File: config.mk
export PLATFORM = sky130hd
export DESIGN_NAME = pp2og_cell_calc
export DESIGN_NICKNAME = d
export VERILOG_FILES = /design/src/sv/polar_point_to_occupancy_grid_core_assert.svh /design/src/sv/pp2og_pkg.sv /design/src/sv/pp2og_cell_calc.sv
export SDC_FILE = /design/constraint.sdc
export NUM_CORES = 1
export LEC_CHECK = 0
export ABC_AREA = 1
export BUFFER_PORTS_ARGS = -buffer_cell sky130_fd_sc_hd__buf_2
export CORE_AREA = 8 8 193 195
export DETAILED_ROUTE_END_ITERATION = 8
export DIE_AREA = 0 0 201 203
export GPL_TIMING_DRIVEN = 0
export MAX_ROUTING_LAYER = met4
export PLACE_DENSITY = 0.75
export REMOVE_ABC_BUFFERS = 1
export SETUP_SLACK_MARGIN = 0.05
export SLEW_MARGIN = 15
export SYNTH_ARGS = -nofsm -noshare
export SYNTH_HDL_FRONTEND = slang
export SYNTH_SLANG_ARGS = --single-unit
File: constraint.sdc
create_clock -name clock -period 6.4 [get_ports clock]
set_input_delay 0.64 -clock clock [delete_from_list [all_inputs] [get_ports clock]]
set_output_delay 0.64 -clock clock [all_outputs]
set_load 0.02 [all_outputs]
File: src/sv/polar_point_to_occupancy_grid_core_assert.svh
// Assertion macros for the polar point to occupancy grid core.
// Taken in by `include; bodies are empty when SYNTHESIS is defined.
`ifndef POLAR_POINT_TO_OCCUPANCY_GRID_CORE_ASSERT_SVH
`define POLAR_POINT_TO_OCCUPANCY_GRID_CORE_ASSERT_SVH
`ifndef SYNTHESIS
`define PP2OG_ASSERT_IMP(label, clk, rst, ante, cons) \
   label: assert property (@(posedge clk) disable iff (rst) (ante) |-> (cons)) \
      else $error("pp2og same-cycle check failed");
`define PP2OG_ASSERT_NXT(label, clk, rst, ante, cons) \
   label: assert property (@(posedge clk) disable iff (rst) (ante) |=> (cons)) \
      else $error("pp2og next-cycle check failed");
`else
`define PP2OG_ASSERT_IMP(label, clk, rst, ante, cons)
`define PP2OG_ASSERT_NXT(label, clk, rst, ante, cons)
`endif
`endif

File: src/sv/pp2og_pkg.sv
// Shared types, command codes and the quarter-wave sine table.
// No dependencies; used by every other file of the core but the assertion header.
package pp2og_pkg;

   localparam int CMD_W   = 2;
   localparam int DIST_W  = 16;
   localparam int ANGLE_W = 11;
   localparam int COORD_W = 7;

   localparam logic [CMD_W-1:0] CMD_PLOT  = 2'd0;
   localparam logic [CMD_W-1:0] CMD_READ  = 2'd1;
   localparam logic [CMD_W-1:0] CMD_CLEAR = 2'd2;

   localparam logic [ANGLE_W-1:0] ANGLE_QUARTER = 11'd900;
   localparam logic [ANGLE_W-1:0] ANGLE_HALF    = 11'd1800;
   localparam logic [ANGLE_W-1:0] ANGLE_LAST    = 11'd1799;

   localparam int ROM_LEN = 901;
   localparam int ROM_AW  = 10;
   localparam int TRIG_W  = 17;

   localparam logic [63:0] PI_Q30 = 64'd3373259426;
   // (2n)(2n+1) for the Taylor terms
   localparam logic [63:0] TAYLOR_DIV [1:9] = '{64'd6, 64'd20, 64'd42, 64'd72, 64'd110,
                                               64'd156, 64'd210, 64'd272, 64'd342};

   typedef logic [TRIG_W-1:0] trig_rom_type [ROM_LEN];

   typedef struct packed {
      logic wr_en;
      logic clear;
   } ram_ctl_type;

   typedef struct packed {
      logic start;
      logic left;   // angle at or past 90 degrees
      logic cneg;   // cosine negative
   } calc_ctl_type;

   // sin(k*pi/1800) in Q1.16 via a ten-term series in Q2.30
   function automatic trig_rom_type build_trig_rom();
      trig_rom_type rom;
      logic [63:0] theta;
      logic [63:0] t2;
      logic [63:0] term;
      logic signed [63:0] sum;
      logic [63:0] q;
      for (int k = 0; k < ROM_LEN; k++) begin
         theta = (64'(k) * PI_Q30 + 64'd900) / 64'd1800;
         t2 = (theta * theta) >> 30;
         term = theta;
         sum = $signed(theta);
         for (int n = 1; n < 10; n++) begin
            term = ((term * t2) >> 30) / TAYLOR_DIV[n];
            if ((n & 1) != 0) begin
               sum = sum - $signed(term);
            end else begin
               sum = sum + $signed(term);
            end
         end
         if (sum < 0) begin
            sum = '0;
         end
         q = (64'(sum) + 64'd8192) >> 14;
         if (q > 64'd65536) begin
            q = 64'd65536;
         end
         rom[k] = TRIG_W'(q);
      end
      return rom;
   endfunction

   localparam trig_rom_type TRIG_ROM = build_trig_rom();

endpackage

File: src/sv/pp2og_cell_calc.sv
// Three-stage polar to cell datapath: range times trig, divide by
// cell size, layout offset and saturation. Uses pp2og_pkg.
module pp2og_cell_calc #(
   parameter int MAP_SIZE    = 120,
   parameter int CM_PER_CELL = 20,
   parameter int MAX_RANGE   = 1200
) (
   input  logic                           clock,
   input  logic                           reset,
   input  pp2og_pkg::calc_ctl_type        ctl,
   input  logic [$clog2(MAX_RANGE)-1:0]   range_cm,
   input  logic [pp2og_pkg::TRIG_W-1:0]   sin_val,
   input  logic [pp2og_pkg::TRIG_W-1:0]   cos_val,
   output logic                           out_valid,
   output logic [$clog2(MAP_SIZE)-1:0]    cell_x,
   output logic [$clog2(MAP_SIZE)-1:0]    cell_y
);

   localparam int D_W    = $clog2(MAX_RANGE);
   localparam int RW     = $clog2(MAP_SIZE);
   localparam int PW     = D_W + pp2og_pkg::TRIG_W;
   localparam int CM_L   = $clog2(CM_PER_CELL);
   localparam int DIV_SH = D_W + CM_L;
   localparam int M_W    = D_W + 1;
   localparam int QW     = D_W + M_W;
   localparam int KW     = QW - DIV_SH;
   localparam int EW     = ((D_W > RW) ? D_W : RW) + 2;
   // ceil(2^DIV_SH / CM_PER_CELL): exact quotient for any D_W-bit dividend
   localparam logic [M_W-1:0] DIV_M = M_W'(((2 ** DIV_SH) + CM_PER_CELL - 1) / CM_PER_CELL);
   localparam logic signed [EW-1:0] CELL_MAX = EW'(MAP_SIZE - 1);

   logic          v1_ff, v2_ff, v3_ff;
   logic [PW-1:0] s_prod_ff, c_prod_ff;
   logic          left1_ff, cneg1_ff, left2_ff, cneg2_ff;
   logic [QW-1:0] s_quo_ff, c_quo_ff;
   logic [QW-1:0] s_quo_in, c_quo_in;
   logic [RW-1:0] x_ff, y_ff, x_in, y_in;

   logic [KW-1:0]         kc, ks;
   logic signed [EW-1:0]  kc_s, ks_s, x_raw, y_raw;

   // product >> 16 stays below 2^D_W since the trig value is at most 1.0
   assign s_quo_in = QW'(s_prod_ff[16 +: D_W]) * QW'(DIV_M);
   assign c_quo_in = QW'(c_prod_ff[16 +: D_W]) * QW'(DIV_M);

   assign kc   = c_quo_ff[DIV_SH +: KW];
   assign ks   = s_quo_ff[DIV_SH +: KW];
   assign kc_s = $signed(EW'(kc));
   assign ks_s = $signed(EW'(ks));

   always_comb begin
      x_raw = (left2_ff ? CELL_MAX : EW'(0)) + (cneg2_ff ? -kc_s : kc_s);
      y_raw = CELL_MAX - ks_s;
      if (x_raw < 0) begin
         x_in = '0;
      end else if (x_raw > CELL_MAX) begin
         x_in = RW'(MAP_SIZE - 1);
      end else begin
         x_in = RW'(x_raw);
      end
      if (y_raw < 0) begin
         y_in = '0;
      end else if (y_raw > CELL_MAX) begin
         y_in = RW'(MAP_SIZE - 1);
      end else begin
         y_in = RW'(y_raw);
      end
   end

   always_ff @(posedge clock) begin
      s_prod_ff <= PW'(range_cm) * PW'(sin_val);
      c_prod_ff <= PW'(range_cm) * PW'(cos_val);
      left1_ff  <= ctl.left;
      cneg1_ff  <= ctl.cneg;
      s_quo_ff  <= s_quo_in;
      c_quo_ff  <= c_quo_in;
      left2_ff  <= left1_ff;
      cneg2_ff  <= cneg1_ff;
      x_ff      <= x_in;
      y_ff      <= y_in;
   end

   always_ff @(posedge clock) begin
      if (reset) begin
         v1_ff <= 1'b0;
         v2_ff <= 1'b0;
         v3_ff <= 1'b0;
      end else begin
         v1_ff <= ctl.start;
         v2_ff <= v1_ff;
         v3_ff <= v2_ff;
      end
   end

   assign out_valid = v3_ff;
   assign cell_x    = x_ff;
   assign cell_y    = y_ff;

endmodule

==> results.yml, run 1 <==
placement:
  numPlacedInstances: 2826
  place.detailed.hpwl_um: 33700
  buffer_ports.inserted: 64
  placed_area_sq_um: 18900
  gp_routability_congestion: 0.901
route:
  routed_wire_length_per_instance_um: 14.1
  detailroute.via_count: 14528
  drt_iter0_markers: 789
  via_to_cell_ratio: 5.11
  detail_route.drc_violations: 0
  drt_wl_total_um: 40000
  ant_nets: 0
  first_pass_iters: 7
cts:
  cts_max_level: 3
  post_cts_hold_buffers: 0
  cts_setup_buffers: 0
  worst_skew_pair.late_latency_ps: 330
  cts_inserted_buffers: 9
  clock_path_buffers: 2
  post_cts_sizing_count: 0
  worst_path_clk_slew_ps: 60
  clock-sinks: 57
  tritoncts_clock_tree: "yes"
  cts_root_buf: "clkbuf_16"
critical_path:
  r2r-start: "s_prod_ff[25]$_DFF_P_"
  critical_path_class: "primary input to register"
  ff2ff_setup_slack_ps: 1850
  slowest_stage: "fa_1"
  ff2ff_path_depth: 17
  wp_data_required_ps: 6610
  cpPeakStageDelay_ps: 590
  timing.critical_path.max_delay_family: "adder cells"
  end_kind: "register"
  setup.worst_path.start_class: "primary input"
  critical_path_peak_fanout: 34
  worstPathCellList: "buf_2, nand2_1, fa_1, inv_1, fa_1, inv_1, fa_1, inv_1, fa_1, inv_1, fa_1, inv_1, ha_1, a21o_1, a31oi_1, o21ai_0, a21oi_1, nand2_1, xor2_1"
  worst_path_buffer_plus_inverter_count: 6
  r2r_end: "s_quo_ff[20]$_DFF_P_"
  critPathArrivalTime_ps: 5600
cells_and_area:
  final_design_instance_area_without_fill_sq_um: 19200
  fin_nets: 3019
  share_of_final_layout_standard_cells_stronger_than_drive_strength_1_pct: 3.90
  area_grow_syn2layout_pct: 5.10
  postLayoutCoreUtil_pct: 56.3
  fin_cells: 2842
  fillCellCount: 3164
  antenna-diode-count: 0
floorplan:
  coreArea_sq_um: 34100
  die_area_sq_um: 40800
  die_height_um: 203
  row_count: 68
  fp.dieW_um: 201
  io_pins: 65
  start_util_pct: 53.6
min_path:
  worstHoldStart: "left1_ff$_DFF_P_"
  whs_path_depth: 0
  worstHoldEndpoint: "left2_ff$_DFF_P_"
  timing.hold.worst.class: "register to register"
timing:
  slew_headroom_pct: 44.1
  grt_setup_unrepaired: "false"
  setup_viol: 0
  finalSetupTns_ps: 0
  finClkSkew_ps: 9.18
  clock.fmax_mhz: 186
  worst-slew-pin-transition_ps: 838
  layout_min_cycle_time_ps: 5380
  hold_violations: 0
  fin_crit_sh_pct: 84.1
  slew_viol_final: 0
grt:
  grt.total_usage_pct: 21.1
  vias_in_the_first_global_route: 15754
  global_route.overflow_total: 0
  grt_max_degree: 35
  initial_antenna_violation_count: 0
  grt_pass1_wl_um: 71400
logic_synthesis:
  synth_async_sr_flop_share_pct: 0
  synth_area_per_cell_sq_um: 7.67
  yosys_most_used_dff: "dfxtp_1"
  synth_edf_count: 0
  synthDistinctLibCells: 36
  netlist_area_sq_um: 18300
  ys_seq_elements: 57
  synthCells: 2384
  synth_warnings: 0
  ys_seq_area_share_pct: 6.24
flow_run:
  maxCapViolations: 0
outcome:
  status: "finished clean"
flip-flops by register name, indices dropped and copies added (netlist names):
signal / flops
c_prod_ff: 11
s_prod_ff: 11
c_quo_ff: 7
cell_x: 7
cell_y: 7
s_quo_ff: 7
cneg1_ff: 1
cneg2_ff: 1
left1_ff: 1
left2_ff: 1
out_valid: 1
v1_ff: 1
v2_ff: 1
how the worst max path moves through the flow:
stage | slack [ps] | start | to | cells past startpoint
finish | 1020 | range_cm[2] | c_prod_ff[25]$_DFF_P_ | 19
global route | 740 | range_cm[2] | c_prod_ff[23]$_DFF_P_ | 20
detailed placement | 690 | range_cm[2] | c_prod_ff[25]$_DFF_P_ | 19
CTS | 1050 | range_cm[2] | c_prod_ff[25]$_DFF_P_ | 19
floorplan | 1810 | cos_val[16] | c_prod_ff[25]$_DFF_P_ | 18
global placement | 830 | range_cm[2] | c_prod_ff[25]$_DFF_P_ | 19
worst reg2reg max path, stage by stage, from the launching register on:
cell and delay, ps:
dfxtp_1 450, inv_1 80, ha_1 280, inv_1 70
fa_1 590, inv_1 70, fa_1 490, fa_1 540
inv_1 50, fa_1 510, ha_1 360, nand2_1 70
o21ai_0 370, a21oi_1 120, nand2_1 120, nand3_1 80
nand2_1 80, xor2_1 140
cell type report:
type                            count  area (sq um)  share of cell area (%)
Clock buffer                       11           243                    1.26
Sequential cell                    57          1140                    5.94
Tap cell                          455           569                    2.96
Clock inverter                      5           103                   0.534
Multi-Input combinational cell   1568         14300                    74.3
Inverter                          682          2560                    13.3
Timing Repair Buffer               64           320                    1.67
synthesized netlist by cell type (4+ instances only):
master / n / area share (%)
nand4_1: 17 / 0.58
dfxtp_1: 57 / 6.2
a21oi_1: 87 / 2.4
fa_1: 327 / 36
clkbuf_1: 72 / 1.5
a31oi_1: 12 / 0.41
o21bai_1: 9 / 0.37
o211ai_1: 5 / 0.21
o31ai_1: 6 / 0.25
a211oi_1: 4 / 0.16
and2_1: 4 / 0.14
nand2_2: 5 / 0.17
inv_1: 679 / 14
o21ai_0: 42 / 1.2
a21o_1: 8 / 0.33
nand2_1: 568 / 12
xnor2_1: 13 / 0.62
nand3_1: 54 / 1.5
ha_1: 260 / 18
xor2_1: 37 / 1.8
nor2_1: 76 / 1.6
nor3_1: 15 / 0.41
metal layers:
metal | global-route usage (%) | vias to the layer above | share of wire (%)
met5 | - | - | 0
met4 | 5.73 | 0 | 2.1
met3 | 1.79 | 73 | 5.2
met2 | 36.0 | 432 | 47
met1 | 26.9 | 7013 | 46
li1 | - | 7010 | -
cell usage in the layout, fill, tap and decap left out:
cell type   count
inv_1         679
nand2_1       568
fa_1          327
ha_1          260
a21oi_1        87
nor2_1         76
buf_2          64
dfxtp_1        57
nand3_1        54
o21ai_0        42
xor2_1         37
nand4_1        17
nor3_1         15
xnor2_1        13
a31oi_1        12
o21bai_1        9
clkbuf_16       9
a21o_1          8
o31ai_1         6
o211ai_1        5
nand2_2         5
a211oi_1        4
and2_1          4
inv_2           3
o21a_1          3
nand3b_1        3
bufinv_16       3
nor3_2          2
or2_2           2
a21boi_0        2
nor4_1          2
nand3_2         1
nand2_4         1
o21ai_1         1
nor2b_1         1
o2111ai_1       1
clkinv_2        1
clkbuf_1        1
clkinvlp_4      1
clkbuf_8        1
cell families after synthesis:
group / after synthesis / share of synthesized area (%)
buffers and inverters: 759 / 15.7
xor gates and xnor gates: 50 / 2.40
AOI/OAI and AO/OA: 180 / 5.54
and+or+nand+nor: 751 / 16.5
DFF: 57 / 6.24
adders and majority gates: 587 / 53.6
metrics by stage:
stage | worst slack (ps) | hold slack (ps)
after floorplan | 1810 | 310
after global placement | 835 | 318
after detailed placement | 694 | 320
after CTS | 1050 | 334
after global routing | 742 | 345
final | 1020 | 331
Power of run 1 is left out: the tool's default activity adds up to more than one toggle a clock period on the data nets, which glitch-free logic cannot reach.
==> run 2, diff against run 1 <==
--- a/config.mk
+++ b/config.mk
@@ -12,7 +12,7 @@
 export DIE_AREA = 0 0 201 203
 export GPL_TIMING_DRIVEN = 0
 export MAX_ROUTING_LAYER = met4
-export PLACE_DENSITY = 0.75
+export PLACE_DENSITY = 0.77
 export REMOVE_ABC_BUFFERS = 1
 export SETUP_SLACK_MARGIN = 0.05
 export SLEW_MARGIN = 15
==> constraint.sdc (replaced) <==
create_clock -name clock -period 4.74 [get_ports clock]
set_input_delay 0.474 -clock clock [delete_from_list [all_inputs] [get_ports clock]]
set_output_delay 0.474 -clock clock [all_outputs]
set_load 0.02 [all_outputs]
==> results.yml, run 2 (synthesis gave the netlist of run 1 again) <==
route:
  drt_wl_total_um: 40400
  routed_wire_length_per_instance_um: 14.2
  ant_nets: 0
  drt_iter0_markers: 652
  first_pass_iters: 4
  via_to_cell_ratio: 5.10
  detailroute.via_count: 14503
  detail_route.drc_violations: 0
floorplan:
  start_util_pct: 53.6
  coreArea_sq_um: 34100
  fp.dieW_um: 201
  row_count: 68
  die_area_sq_um: 40800
  io_pins: 65
  die_height_um: 203
cells_and_area:
  layout_common_cells: "inv_1, nand2_1, fa_1"
  area_grow_syn2layout_pct: 6.49
  fin_nets: 3019
  largestRegisters: "c_prod_ff x11, s_prod_ff x11"
  fillCellCount: 3082
  final_common_cell: "inv_1"
  share_of_final_layout_standard_cells_stronger_than_drive_strength_1_pct: 4.94
  postLayoutCoreUtil_pct: 57.0
cts:
  tritoncts_clock_tree: "yes"
  worst_skew_pair.late_latency_ps: 330
  post_cts_hold_buffers: 0
  clock-sinks: 57
  worst_path_clk_slew_ps: 60
  clock_path_buffers: 2
  cts_setup_buffers: 0
  cts_inserted_buffers: 9
  cts_root_buf: "clkbuf_16"
  cts_max_level: 3
grt:
  initial_antenna_violation_count: 1
  vias_in_the_first_global_route: 15510
  grt_max_degree: 35
  global_route.overflow_total: 0
  grt.total_usage_pct: 20.9
  grt_pass1_wl_um: 70400
critical_path:
  r2r-start: "c_prod_ff[21]$_DFF_P_"
  worstPathCellList: "clkbuf_4, nand2_1, fa_1, inv_1, fa_1, fa_1, fa_1, inv_1, fa_1, inv_1, ha_2, nand2_1, nor2_1, inv_1, nor2_1, nand4_1, nand3_1, xor2_1"
  setup.worst_path.start_class: "primary input"
  critPathArrivalTime_ps: 4750
  ff2ff_setup_slack_ps: 330
  crit_start: "sin_val[15]"
  timing.critical_path.max_delay_family: "adder cells"
  cpPeakStageDelay_ps: 540
  critical_path.most_common_cell: "fa_1"
  critical_path_class: "primary input to register"
  critical_path_peak_fanout: 11
  worst_path_buffer_plus_inverter_count: 5
  r2r_end: "c_quo_ff[21]$_DFF_P_"
  wp_data_required_ps: 4980
  ff2ff_path_depth: 15
  end_kind: "register"
  slowest_stage: "fa_1"
timing:
  setup_viol: 0
  finalSetupTns_ps: 0
  fin_crit_sh_pct: 95.2
  clock.fmax_mhz: 222
  slew_headroom_pct: 55.1
  layout_min_cycle_time_ps: 4510
  slew_viol_final: 0
  grt_setup_unrepaired: "true"
  final.hold.worst_slack_ps: 255
  finClkSkew_ps: 9.07
  worst-slew-pin-transition_ps: 674
  hold_violations: 0
  final_critical_path_setup_slack_ps: 227
min_path:
  worstHoldStart: "ctl[1]"
  timing.hold.worst.class: "primary input to register"
  whs_path_depth: 1
  worstHoldEndpoint: "left1_ff$_DFF_P_"
placement:
  buffer_ports.inserted: 64
  gp_routability_congestion: 0.914
  place.detailed.hpwl_um: 33600
  pre_cts_ws_ps: -732
flow_run:
  maxCapViolations: 0
outcome:
  status: "finished clean"
-- run 2: worst register-to-register path, delay by kind of cell (launching register included) --
family / cells / cell delay, ps
adder cells (fa/ha/maj): 6 / 2660
AO/OA/AOI/OAI: 3 / 600
flip-flops: 1 / 470
buffers and inverters: 4 / 200
XOR/XNOR: 1 / 180
AND/OR/NAND/NOR: 1 / 170
-- run 2: area by class of cell --
class | instances | area (sq um) | share of cell area [%]
repair buffers | 64 | 497 | 2.55
clock inverters | 7 | 80.1 | 0.411
clock buffers | 9 | 225 | 1.16
diodes | 2 | 5.00 | 0.0257
inverters | 682 | 2560 | 13.2
multi-input cells | 1568 | 14400 | 73.9
flip-flops and latches | 57 | 1140 | 5.86
well taps | 455 | 569 | 2.93
-- run 2: routing by layer --
metal | up-vias | global-route usage [%] | part of all wire [%] | wire length, um
li1 | 7011 | - | - | -
met1 | 7059 | 27.0 | 45 | 18300
met2 | 374 | 35.4 | 48 | 19500
met3 | 59 | 1.69 | 4.7 | 1900
met4 | 0 | 5.23 | 1.9 | 767
met5 | - | - | 0 | 0
-- run 2: how the worst max path moves through the flow --
stage	slack (ps)	cells after the start	to
2_1_floorplan	320	18	c_prod_ff[25]$_DFF_P_
6_report	230	18	s_prod_ff[22]$_DFF_P_
3_5_place_dp	-730	19	c_prod_ff[25]$_DFF_P_
5_1_grt	10	18	s_prod_ff[22]$_DFF_P_
3_3_place_gp	-680	19	c_prod_ff[25]$_DFF_P_
4_1_cts	60	19	c_prod_ff[25]$_DFF_P_
-- run 2: metrics by stage --
step                instances  area (sq um)
finish                   2844         19500
global route             2843         19500
CTS                      2842         19200
detailed placement       2826         18900
global placement         2826         18900
floorplan                2307         18000
-- run 2: what timing repair did --
item | 4_1_cts | 5_1_grt
pin swaps | 0 | 1
endpoints found under the setup margin | 22 | 21
gates resized for setup | 16 | 69
hold endpoints to repair | 0 | 0
Power of run 2 is left out for the same reason.
